$ cat config.mk
export PLATFORM = sky130hd
export DESIGN_NAME = indexed_insert_erase_list_core
export DESIGN_NICKNAME = d
export VERILOG_FILES = /design/src/rtl/iiel_pkg.sv /design/src/rtl/iiel_ram.sv /design/src/rtl/iiel_dp.sv /design/src/rtl/iiel_ctrl.sv /design/src/rtl/indexed_insert_erase_list_core.sv
export SDC_FILE = /design/constraint.sdc
export NUM_CORES = 1
export LEC_CHECK = 0
export BUFFER_PORTS_ARGS = -buffer_cell sky130_fd_sc_hd__buf_2
export CAP_MARGIN = 5
export CORE_ASPECT_RATIO = 2
export CORE_MARGIN = 1
export CORE_UTILIZATION = 30
export DETAILED_ROUTE_END_ITERATION = 12
export SLEW_MARGIN = 15
export SYNTH_ARGS = -nofsm -noshare
export SYNTH_HDL_FRONTEND = slang
export SYNTH_SLANG_ARGS = --single-unit
$ cat constraint.sdc
create_clock -name aclk -period 3.7 [get_ports aclk]
set_input_delay 0.74 -clock aclk [delete_from_list [all_inputs] [get_ports aclk]]
set_output_delay 0.74 -clock aclk [all_outputs]
set_load 0.1 [all_outputs]
$ cat src/rtl/iiel_pkg.sv
// ----------------------------------------------------------------------------
// iiel_pkg
// Shared codes and controller/datapath interface types for the list core.
// ----------------------------------------------------------------------------
package iiel_pkg;

    // request opcodes
    localparam logic [1:0] OP_APPEND = 2'd0;
    localparam logic [1:0] OP_INSERT = 2'd1;
    localparam logic [1:0] OP_ERASE  = 2'd2;
    localparam logic [1:0] OP_READ   = 2'd3;

    // result status codes
    localparam logic [1:0] ST_OK     = 2'd0;
    localparam logic [1:0] ST_EMPTY  = 2'd1;
    localparam logic [1:0] ST_BADIDX = 2'd2;
    localparam logic [1:0] ST_FULL   = 2'd3;

    // field widths of the stream words
    localparam int POS_BITS   = 4;
    localparam int VALUE_BITS = 32;
    localparam int COUNT_BITS = 5;

    // what the accepted request turns into once checked
    typedef enum logic [2:0] {
        ACT_NONE   = 3'd0,
        ACT_APPEND = 3'd1,
        ACT_INSERT = 3'd2,
        ACT_ERASE  = 3'd3,
        ACT_READ   = 3'd4
    } act_t;

    // controller -> datapath
    typedef struct packed {
        logic accept;   // latch the incoming request
        logic decide;   // register action/status, load shift pointers
        logic step;     // read one source entry of the shift
        logic finish;   // final write and count update
        logic respond;  // load the output register
    } ctl_cmd_t;

    // datapath -> controller
    typedef struct packed {
        act_t action;   // decision for the latched request
        logic cnt_zero; // no entries left to move
        logic out_free; // output register can take a word
    } dp_stat_t;

endpackage

$ cat src/rtl/iiel_ram.sv
// ----------------------------------------------------------------------------
// iiel_ram
// Generic single-write, single-read RAM with registered read data.
// ----------------------------------------------------------------------------
module iiel_ram #(
    parameter int WIDTH = 32,
    parameter int DEPTH = 16
) (
    input  logic                             aclk,
    input  logic                             we,
    input  logic [$clog2(DEPTH)-1:0]         waddr,
    input  logic [WIDTH-1:0]                 wdata,
    input  logic [$clog2(DEPTH)-1:0]         raddr,
    output logic [WIDTH-1:0]                 rdata
);

    logic [WIDTH-1:0] mem [DEPTH];
    logic [WIDTH-1:0] rdata_reg;

    always_ff @(posedge aclk) begin
        if (we) begin
            mem[waddr] <= wdata;
        end
        rdata_reg <= mem[raddr];
    end

    assign rdata = rdata_reg;

endmodule

$ cat src/rtl/iiel_dp.sv
// ----------------------------------------------------------------------------
// iiel_dp
// Datapath: request registers, list count, shift pointers, entry RAM and
// output register.
// ----------------------------------------------------------------------------
module iiel_dp
    import iiel_pkg::*;
#(
    parameter int DEPTH     = 16,
    parameter int WORD_BITS = 32
) (
    input  logic                  aclk,
    input  logic                  aresetn,
    input  ctl_cmd_t              cmd,
    output dp_stat_t              stat,
    input  logic [1:0]            in_op,
    input  logic [POS_BITS-1:0]   in_position,
    input  logic [VALUE_BITS-1:0] in_value,
    input  logic                  m_tready,
    output logic                  m_tvalid,
    output logic [VALUE_BITS-1:0] out_read_data,
    output logic [COUNT_BITS-1:0] out_count,
    output logic [1:0]            out_status
);

    localparam int AW   = $clog2(DEPTH);
    localparam int CW   = $clog2(DEPTH + 1);
    localparam int CMPW = (CW > POS_BITS) ? CW : POS_BITS;

    logic [1:0]            op_reg;
    logic [POS_BITS-1:0]   pos_reg;
    logic [WORD_BITS-1:0]  val_reg;
    logic [CW-1:0]         used_reg,   used_next;
    act_t                  act_reg;
    logic [1:0]            status_reg;
    logic [CW-1:0]         src_reg,    src_next;
    logic [CW-1:0]         cnt_reg,    cnt_next;
    logic                  pend_reg;
    logic [AW-1:0]         pend_addr_reg;
    logic                  m_tvalid_reg, m_tvalid_next;
    logic [VALUE_BITS-1:0] rd_out_reg;
    logic [COUNT_BITS-1:0] count_out_reg;
    logic [1:0]            status_out_reg;

    act_t                  act_c;
    logic [1:0]            st_c;
    logic [CMPW-1:0]       pos_x, used_x;
    logic [CW-1:0]         pos_c;
    logic                  full, empty;

    logic                  ram_we;
    logic [AW-1:0]         ram_waddr, ram_raddr, tgt_addr;
    logic [WORD_BITS-1:0]  ram_wdata, ram_rdata;

    // request check
    always_comb begin
        pos_x  = CMPW'(pos_reg);
        used_x = CMPW'(used_reg);
        pos_c  = CW'(pos_x);
        full   = (used_reg == CW'(DEPTH));
        empty  = (used_reg == '0);
        act_c  = ACT_NONE;
        st_c   = ST_OK;
        unique case (op_reg)
            OP_APPEND: begin
                if (full) st_c = ST_FULL;
                else      act_c = ACT_APPEND;
            end
            OP_INSERT: begin
                if (pos_x > used_x) st_c = ST_BADIDX;
                else if (full)      st_c = ST_FULL;
                else                act_c = ACT_INSERT;
            end
            OP_ERASE: begin
                if (empty)                st_c = ST_EMPTY;
                else if (pos_x >= used_x) st_c = ST_BADIDX;
                else                      act_c = ACT_ERASE;
            end
            default: begin
                if (empty)                st_c = ST_EMPTY;
                else if (pos_x >= used_x) st_c = ST_BADIDX;
                else                      act_c = ACT_READ;
            end
        endcase
    end

    // shift pointers: insert walks down from the tail, erase walks up
    always_comb begin
        src_next = src_reg;
        cnt_next = cnt_reg;
        if (cmd.decide) begin
            if (op_reg == OP_INSERT) begin
                src_next = used_reg - CW'(1);
                cnt_next = used_reg - pos_c;
            end else begin
                src_next = pos_c + CW'(1);
                cnt_next = used_reg - pos_c - CW'(1);
            end
        end else if (cmd.step) begin
            src_next = (act_reg == ACT_INSERT) ? src_reg - CW'(1) : src_reg + CW'(1);
            cnt_next = cnt_reg - CW'(1);
        end
    end

    always_comb begin
        used_next = used_reg;
        if (cmd.finish) begin
            unique case (act_reg)
                ACT_APPEND, ACT_INSERT: used_next = used_reg + CW'(1);
                ACT_ERASE:              used_next = used_reg - CW'(1);
                default:                used_next = used_reg;
            endcase
        end
    end

    always_comb begin
        m_tvalid_next = m_tvalid_reg;
        if (cmd.respond)   m_tvalid_next = 1'b1;
        else if (m_tready) m_tvalid_next = 1'b0;
    end

    always_ff @(posedge aclk) begin
        if (!aresetn) begin
            used_reg     <= '0;
            pend_reg     <= 1'b0;
            m_tvalid_reg <= 1'b0;
        end else begin
            used_reg     <= used_next;
            pend_reg     <= cmd.step;
            m_tvalid_reg <= m_tvalid_next;
        end
    end

    always_ff @(posedge aclk) begin
        if (cmd.accept) begin
            op_reg  <= in_op;
            pos_reg <= in_position;
            val_reg <= WORD_BITS'(in_value);
        end
        if (cmd.decide) begin
            act_reg    <= act_c;
            status_reg <= st_c;
        end
        src_reg <= src_next;
        cnt_reg <= cnt_next;
        if (cmd.step) begin
            pend_addr_reg <= (act_reg == ACT_INSERT) ? AW'(src_reg + CW'(1))
                                                     : AW'(src_reg - CW'(1));
        end
        if (cmd.respond) begin
            rd_out_reg     <= (act_reg == ACT_READ) ? VALUE_BITS'(ram_rdata) : '0;
            count_out_reg  <= COUNT_BITS'(used_reg);
            status_out_reg <= status_reg;
        end
    end

    // entry store; moved words are written in the cycle after their read
    always_comb begin
        tgt_addr  = (act_reg == ACT_APPEND) ? AW'(used_reg) : AW'(pos_reg);
        ram_we    = pend_reg || (cmd.finish &&
                    (act_reg == ACT_APPEND || act_reg == ACT_INSERT));
        ram_waddr = pend_reg ? pend_addr_reg : tgt_addr;
        ram_wdata = pend_reg ? ram_rdata : val_reg;
        ram_raddr = cmd.step ? AW'(src_reg) : AW'(pos_reg);
    end

    iiel_ram #(
        .WIDTH (WORD_BITS),
        .DEPTH (DEPTH)
    ) u_ram (
        .aclk  (aclk),
        .we    (ram_we),
        .waddr (ram_waddr),
        .wdata (ram_wdata),
        .raddr (ram_raddr),
        .rdata (ram_rdata)
    );

    assign stat.action   = act_c;
    assign stat.cnt_zero = (cnt_reg == '0);
    assign stat.out_free = !m_tvalid_reg || m_tready;

    assign m_tvalid      = m_tvalid_reg;
    assign out_read_data = rd_out_reg;
    assign out_count     = count_out_reg;
    assign out_status    = status_out_reg;

endmodule

$ cat src/rtl/iiel_ctrl.sv
// ----------------------------------------------------------------------------
// iiel_ctrl
// Controller: sequences check, shift, final write and response per request.
// ----------------------------------------------------------------------------
module iiel_ctrl
    import iiel_pkg::*;
(
    input  logic     aclk,
    input  logic     aresetn,
    input  logic     s_tvalid,
    output logic     s_tready,
    input  dp_stat_t stat,
    output ctl_cmd_t cmd
);

    typedef enum logic [6:0] {
        S_IDLE   = 7'b0000001,
        S_DECIDE = 7'b0000010,
        S_SHIFT  = 7'b0000100,
        S_DRAIN  = 7'b0001000,
        S_FINAL  = 7'b0010000,
        S_RDWAIT = 7'b0100000,
        S_RESP   = 7'b1000000
    } state_t;

    state_t state_reg, state_next;

    always_comb begin
        state_next  = state_reg;
        cmd         = '0;
        s_tready    = 1'b0;
        unique case (state_reg)
            S_IDLE: begin
                s_tready   = 1'b1;
                cmd.accept = s_tvalid;
                if (s_tvalid) state_next = S_DECIDE;
            end
            S_DECIDE: begin
                cmd.decide = 1'b1;
                unique case (stat.action)
                    ACT_APPEND:            state_next = S_FINAL;
                    ACT_INSERT, ACT_ERASE: state_next = S_SHIFT;
                    ACT_READ:              state_next = S_RDWAIT;
                    default:               state_next = S_RESP;
                endcase
            end
            S_SHIFT: begin
                if (stat.cnt_zero) state_next = S_DRAIN;
                else               cmd.step   = 1'b1;
            end
            S_DRAIN:  state_next = S_FINAL;   // spare state after the last move
            S_FINAL: begin
                cmd.finish = 1'b1;
                state_next = S_RESP;
            end
            S_RDWAIT: state_next = S_RESP;
            S_RESP: begin
                if (stat.out_free) begin
                    cmd.respond = 1'b1;
                    state_next  = S_IDLE;
                end
            end
            default:  state_next = S_IDLE;
        endcase
    end

    always_ff @(posedge aclk) begin
        if (!aresetn) state_reg <= S_IDLE;
        else          state_reg <= state_next;
    end

endmodule

$ cat src/rtl/indexed_insert_erase_list_core.sv
// ----------------------------------------------------------------------------
// indexed_insert_erase_list_core
// Fixed-depth ordered list of words with append, insert, erase and read.
// ----------------------------------------------------------------------------
// One request word in, one result word out. Requests are handled one at a
// time; the entries live in a single RAM with one write and one registered
// read port, so an insert or erase moves the entries behind the position one
// word per cycle. An insert or erase moves M entries, where M is count -
// position for insert and count - position - 1 for erase. A new request
// is taken while the previous result still waits in the output register;
// the core only holds in its response step if that register is still
// occupied. Entries are never read before they are written, so the RAM
// needs no clearing after reset.
// ----------------------------------------------------------------------------
module indexed_insert_erase_list_core
    import iiel_pkg::*;
#(
    parameter int DEPTH     = 16,
    parameter int WORD_BITS = 32
) (
    input  logic        aclk,
    input  logic        aresetn,
    // request stream
    input  logic        s_tvalid,
    output logic        s_tready,
    input  logic [39:0] s_tdata,   // [3:0] position, [35:4] value, rest zero
    input  logic [1:0]  s_tuser,   // [1:0] op
    // result stream
    output logic        m_tvalid,
    input  logic        m_tready,
    output logic [39:0] m_tdata,   // [31:0] read_data, [36:32] count, rest zero
    output logic [1:0]  m_tuser    // [1:0] status
);

    ctl_cmd_t              cmd;
    dp_stat_t              stat;
    logic [VALUE_BITS-1:0] read_data;
    logic [COUNT_BITS-1:0] count;
    logic [1:0]            status;

    // sequencing
    iiel_ctrl u_ctrl (
        .aclk     (aclk),
        .aresetn  (aresetn),
        .s_tvalid (s_tvalid),
        .s_tready (s_tready),
        .stat     (stat),
        .cmd      (cmd)
    );

    // storage, checks and output register
    iiel_dp #(
        .DEPTH     (DEPTH),
        .WORD_BITS (WORD_BITS)
    ) u_dp (
        .aclk          (aclk),
        .aresetn       (aresetn),
        .cmd           (cmd),
        .stat          (stat),
        .in_op         (s_tuser),
        .in_position   (s_tdata[POS_BITS-1:0]),
        .in_value      (s_tdata[POS_BITS +: VALUE_BITS]),
        .m_tready      (m_tready),
        .m_tvalid      (m_tvalid),
        .out_read_data (read_data),
        .out_count     (count),
        .out_status    (status)
    );

    assign m_tdata = {3'b000, count, read_data};
    assign m_tuser = status;

    // ------------------------------------------------------------------------
    // checks
    // ------------------------------------------------------------------------

    // one request at a time: no second word right after an accepted one
    a_one_at_a_time: assert property (@(posedge aclk) disable iff (!aresetn)
        (s_tvalid && s_tready) |=> !s_tready)
        else $error("request accepted while previous still in progress");

    // shift never reads past the entries that have to move
    a_step_bounded: assert property (@(posedge aclk) disable iff (!aresetn)
        cmd.step |-> !stat.cnt_zero)
        else $error("shift step with no entries left to move");

    // result only loaded when the output register is free
    a_no_overwrite: assert property (@(posedge aclk) disable iff (!aresetn)
        cmd.respond |-> stat.out_free)
        else $error("result overwrote a pending output word");

    // a full status always reports a full list
    a_full_count: assert property (@(posedge aclk) disable iff (!aresetn)
        (m_tvalid && m_tuser == ST_FULL) |-> (m_tdata[36:32] == COUNT_BITS'(DEPTH)))
        else $error("full status with count below depth");

endmodule
Yosys cells after proc, flatten, opt, wreduce, memory -nomap -nowiden
Memories as Yosys holds them, arrays and structs flattened. A register that Yosys moved wholly into a read port is not among the register bits.
Cells that the tools add are included.
- flip-flop bits (word level): 110
- latch bits: 0
- bits in writable memories: 512
- memory bits (read-only): 0
- output and inout bits: 44
- memories kept: 1
- $add $sub $neg: 8
- multiply operators: 0
- divide/modulo/power cells: 0
- magnitude comparators: 2
- eq/ne operators: 21
- shift operators: 0
- muxes and demuxes: 43
- bitwise logic cells: 0
- reduce and logical (&&, ||, !) cells: 16
- memory list (memory ; depth ; width ; rd ports ; clocked after Yosys merged registers in ; write ports ; RTL line ; RTL):
    u_dp.u_ram.mem ; 16 ; 32 ; 1 ; 1 ; 1 ; iiel_ram.sv:17 ; logic [WIDTH-1:0] mem [DEPTH];
- operator list (operator ; number):
    $pmux 7 s6 ; 1
    $mux 5 ; 7
    $mux 32 ; 1
    $mux 7 ; 3
    $pmux 7 s3 ; 1
    $sub 5x1->5 const B ; 4
    $mux 4 ; 4
    $mux 1 ; 13
    $eq 3x2->1 const B ; 4
    $mux 2 ; 6
    $mux 3 ; 4
    $add 5x1->5 const B ; 2
    $logic_not 5->1 ; 2
    $pmux 5 s2 ; 1
    $pmux 3 s3 ; 1
    $eq 7x1->1 const B ; 1
    $eq 7x2->1 const B ; 1
    $eq 7x3->1 const B ; 1
    $eq 7x4->1 const B ; 1
    $eq 7x5->1 const B ; 1
    $eq 7x6->1 const B ; 1
    $eq 7x7->1 const B ; 1
    $eq 3x1->1 const B ; 2
    $eq 3x3->1 const B ; 2
    other kinds (17) ; 25

Logic depth before layout (Yosys ltp)
- word-level depth: 8
- depth in mapped cells: 13
- gate-level depth less buffers: 9

By module
Synthesis repeated with hierarchy kept, for this count alone.
- cell total of the unflattened synthesis: 1253
- area, all modules: 25102.8 um2
- by module, submodules not included (module ; times used ; cells an instance ; area an instance (um2)):
    iiel_ram ; 1 ; 838 ; 19835.3
    iiel_dp ; 1 ; 352 ; 4750.8
    iiel_ctrl ; 1 ; 59 ; 490.5
    indexed_insert_erase_list_core ; 1 ; 4 ; 26.3

Worst setup path before layout
No wires, ideal clock.
- kind: register -> register
- from: register u_dp.pos_reg[0]
- to: memory u_dp.u_ram.mem[11][0], enable pin
- library setup time: 421 ps
- arrival: 3418 ps
- path slack: -139 ps
- cell stages (with the launch flop): 9
- path buffers: 4
- period minus slack after synthesis: 3839 ps
- path through: edfxtp_1 clkbuf_1 clkbuf_1 clkbuf_1 clkbuf_1 mux2i_1 o21ai_0 nand2_1 nor2_1
- cells in the longest elaborated chain, start to end: 2
- RTL lines (what ; RTL line ; RTL):
    from (decl) ; iiel_dp.sv:31 ; logic [POS_BITS-1:0] pos_reg;
    from (signal assigned) ; iiel_dp.sv:137 ; pos_reg <= in_position;
    $mux 4 ; iiel_dp.sv:159 ; tgt_addr = (act_reg == ACT_APPEND) ? AW'(used_reg) : AW'(pos_reg);
    $mux 4 ; iiel_dp.sv:162 ; ram_waddr = pend_reg ? pend_addr_reg : tgt_addr;
    to (decl) ; iiel_ram.sv:17 ;
No other way between the ends.

Final worst setup path
- from: register u_ctrl.state_reg[3]
- to: register u_dp.u_ram.rdata_reg[13], in the netlist u_dp.u_ram.rdata[13], read port of u_dp.u_ram.mem
- cells in the longest elaborated chain, start to end: 3
- RTL lines (what ; RTL line ; RTL):
    from (decl) ; iiel_ctrl.sv:26 ; state_t state_reg, state_next;
    from (signal assigned) ; iiel_ctrl.sv:69 ; else state_reg <= state_next;
    $eq 7x3->1 ; iiel_ctrl.sv:32 ; unique case (state_reg)
    $mux 1 ; iiel_ctrl.sv:32 ;
    $mux 4 ; iiel_dp.sv:164 ; ram_raddr = cmd.step ? AW'(src_reg) : AW'(pos_reg);
    to (decl) ; iiel_ram.sv:18 ; logic [WIDTH-1:0] rdata_reg;
No other way between the ends.
A chain may end at the register's enable or synchronous reset.

==> results.yml <==
synthesis:
  synth-edff-count: 607
  ys_types: 55
  async_reset_ff_share_pct: 0
  ranking_of_synthesized_cells_by_area: "edfxtp_1 (61%), a2111oi_0 (11%), nor2b_1 (5.4%)"
  synthDominantAreaCellType: "edfxtp_1"
  post_synth_top_area_share_pct: 61.0
  most_used_flip_flop_cell_after_synthesis: "edfxtp_1"
  synthesis.area_per_instance_um2: 13.9
  netlist_area_um2: 29900
  synthCells: 2151
  ffs_latches_synth: 653
  synth.yosys.seq_area_share_pct: 64.1
  synth-warning-count: 0
timing:
  min_period_ns: 3.41
  timing_worst_slew_pin_value_ns: 1.07
  final-setup-viol-count: 0
  skew_ns: 0.0149
  max_slew_margin_pct: 28.8
  final-max-slew-violation-count: 0
  layout_setup_ws_ns: 0.291
  rsz0062_at_grt: "no"
  finalCritPeriodShare_pct: 92.1
  max_freq_mhz: 293
  report.final.hold_viol_count: 0
setup_path:
  critical_path_required_ns: 4.18
  worst_setup_path_end_kind: "register"
  rr_startpoint: "u_ctrl.state_reg[3]"
  origin_of_the_worst_setup_path: "u_ctrl.state_reg[3]"
  crit-reg2reg-capture: "u_dp.u_ram.rdata[13]"
  critical_path.most_common_cell: "buf_12"
  reg2regPathDepth: 9
  crit_path_cell_trace: "or4b_4 -> or3_4 -> inv_4 -> buf_12 -> nand2_1 -> o21ai_4 -> buf_12 -> a2111oi_0 -> or4_1"
  setup.worst_path.class: "reg2reg"
  setup.reg_to_reg.worst_slack_ns: 0.29
  worst-path-max-fanout: 72
  critPathArrivalTime_ns: 3.89
  timing.critical_path.slowest_cell_delay_ns: 0.60
  slowest_stage: "or4_1"
  type_of_origin_of_the_critical_path: "register"
power:
  max-vdd-ir-drop_mv: 0.336
  cellPowerDensity_nw_per_um2: 448
  p_sw_share_pct: 22.7
  p_clk_share_pct: 40.3
  cellLeakagePower_uw: 0.0106
  power_report.internal_total_uw: 11800
  power.share.combinational_pct: 5.5
  power.net_switching_uw: 3460
  share_seq_of_total_power_pct: 54.1
  post-layout-total-power_uw: 15200
route:
  remaining_drc_errors: 0
  routed-via-count: 19400
  wl_met3_um: 3560
  wirelength_met1_um: 32800
  drtIter0Drc: 1615
  viasPerCell: 5.51
  finalWirelength_um: 85000
  dr.pass1.iters: 5
  maxUsedRoutingLayer: "met5"
  ant_nets: 0
  wl_met2_um: 44700
  wire_per_inst_um: 24.2
clock_network:
  cts.hold.buffers_added: 0
  clk-insertion-delay-late_ns: 0.64
  num_clock_sinks: 653
  path_clk_slew_ns: 0.07
  post_cts_resize_count: 0
  tritoncts: "yes"
  clock_path_buffers: 3
  post-cts-setup-buffer-count: 0
  cts_inserted_buffers: 56
  clk_root_buffer_cell: "clkbuf_16"
  h-tree-depth: 2
grt:
  grt_remaining_overflow: 0
  vias_in_the_first_global_route: 20100
  grt_start_max_net_pins: 176
  grt_pass1_wl_um: 127000
  antenna_violations_before_repair: 5
  global_route.usage.total_pct: 16.7
final_layout:
  largest_register_ffs: 512
  num-fill-cells: 9559
  finalCoreUtilization_pct: 34.4
  syn2layout_area_growth_pct: 13.9
  commonest_cells_after_routing_fill_and_taps_aside: "edfxtp_1 (607), a2111oi_0 (384), nor2b_1 (259)"
  layoutNonFillerInstCount: 3520
  layout_nets: 2210
  layout_commonest_cell: "edfxtp_1"
  reg_with_most_ffs: "u_dp.u_ram.mem"
  drive_above_1_share_pct: 16.1
placed_design:
  place_congestion: 0.799
  io_buffers: 82
  preCtsSetupSlack_ns: 0.358
  post-place-cells: 3413
  dpl.hpwl_um: 45000
die:
  boundaryPins: 90
  die_w_um: 225
  dieArea_um2: 101000
  placementRows: 163
  floorplan.initialDensity_pct: 30.2
  die_height_um: 448
  core-area_um2: 98700
hold_path:
  timing.hold.worst_endpoint: "u_dp.val_reg[4]"
  hold_removal_path_class: "in2reg"
  timing.hold.worst_path_depth: 1
  timing.hold.worst.start: "s_tdata[8]"
run_status:
  run_status: "completed"
run:
  max_cap_violations: 0
[area by class of cell]
class	count	area [um2]	share of cell area [%]
sequential	653	19100	56.3
multi-input combinational	1285	9960	29.3
tap	1320	1650	4.86
clock buffer	70	1500	4.42
timing repair buffer	136	1280	3.76
clock inverter	35	368	1.08
inverter	19	73.8	0.217
antenna	2	5.00	0.0147
[power by group through the flow]
stage / Sequential, uW / Clock [uW] / Combinational (uW)
after floorplan: 8360 / 0 / 548
after global placement: 8410 / 0 / 817
after detailed placement: 8400 / 0 / 843
after CTS: 8240 / 6280 / 846
after global routing: 8240 / 6510 / 919
final: 8240 / 6140 / 845
[per-layer routing]
layer / vias to the layer above / GRT usage (%)
met3: 209 / 1.82
met1: 9907 / 18.9
met5: - / 0
met4: 2 / 8.45
met2: 632 / 30.6
li1: 8644 / -
[worst max-delay path: cells and delay by family, from the launching register on]
family          cells  cell delay, ns
simple gates        4            1.76
compound gates      2            0.33
buf+inv             3            0.74
flops               1            0.37
[kinds of logic after synthesis]
group | count (synthesis) | share of synthesized area (%)
AND/OR/NAND/NOR | 506 | 9.68
AO/OA/AOI/OAI | 509 | 13.6
flip-flops | 653 | 64.1
multiplexers | 232 | 8.20
other | 1 | 0.0126
adder cells (fa/ha/maj) | 13 | 0.570
buffers and inverters | 215 | 3.19
XOR/XNOR | 22 | 0.645
[stage by stage]
step | hold slack (ns) | setup TNS [ns] | area [um2]
2_1_floorplan | 0.400 | -30.57 | 29900
3_3_place_gp | 0.403 | 0 | 32100
3_5_place_dp | 0.406 | 0 | 32100
4_1_cts | 0.246 | 0 | 34000
5_1_grt | 0.259 | 0 | 34000
6_report | 0.278 | 0 | 34000
[Yosys cell counts (3+ instances only)]
library cell	count
nor3b_1	4
nand3_1	6
and2_1	34
a31oi_1	6
buf_6	14
o21ai_0	61
and3_1	5
buf_4	6
inv_1	17
edfxtp_1	607
xor2_1	8
mux2_2	97
nor2b_1	259
ha_1	12
mux2i_1	134
nand4_1	6
nor3_1	8
clkbuf_1	161
or4_1	32
or3_1	5
nand2_1	78
dfxtp_1	46
buf_2	14
o21a_1	4
a2111oi_0	384
nand2b_1	3
nor2_1	56
xnor2_1	14
a21oi_1	38
[how the worst max path moves through the flow]
stage / end / slack, ns
2_1_floorplan: u_dp.u_ram.mem[11][0] / -0.14
3_3_place_gp: u_dp.u_ram.rdata[20] / 0.36
3_5_place_dp: u_dp.u_ram.rdata[23] / 0.36
4_1_cts: u_dp.u_ram.rdata[13] / 0.33
5_1_grt: u_dp.u_ram.rdata[23] / 0.11
6_report: u_dp.u_ram.rdata[13] / 0.29
Power figures use the tool's default switching activity.
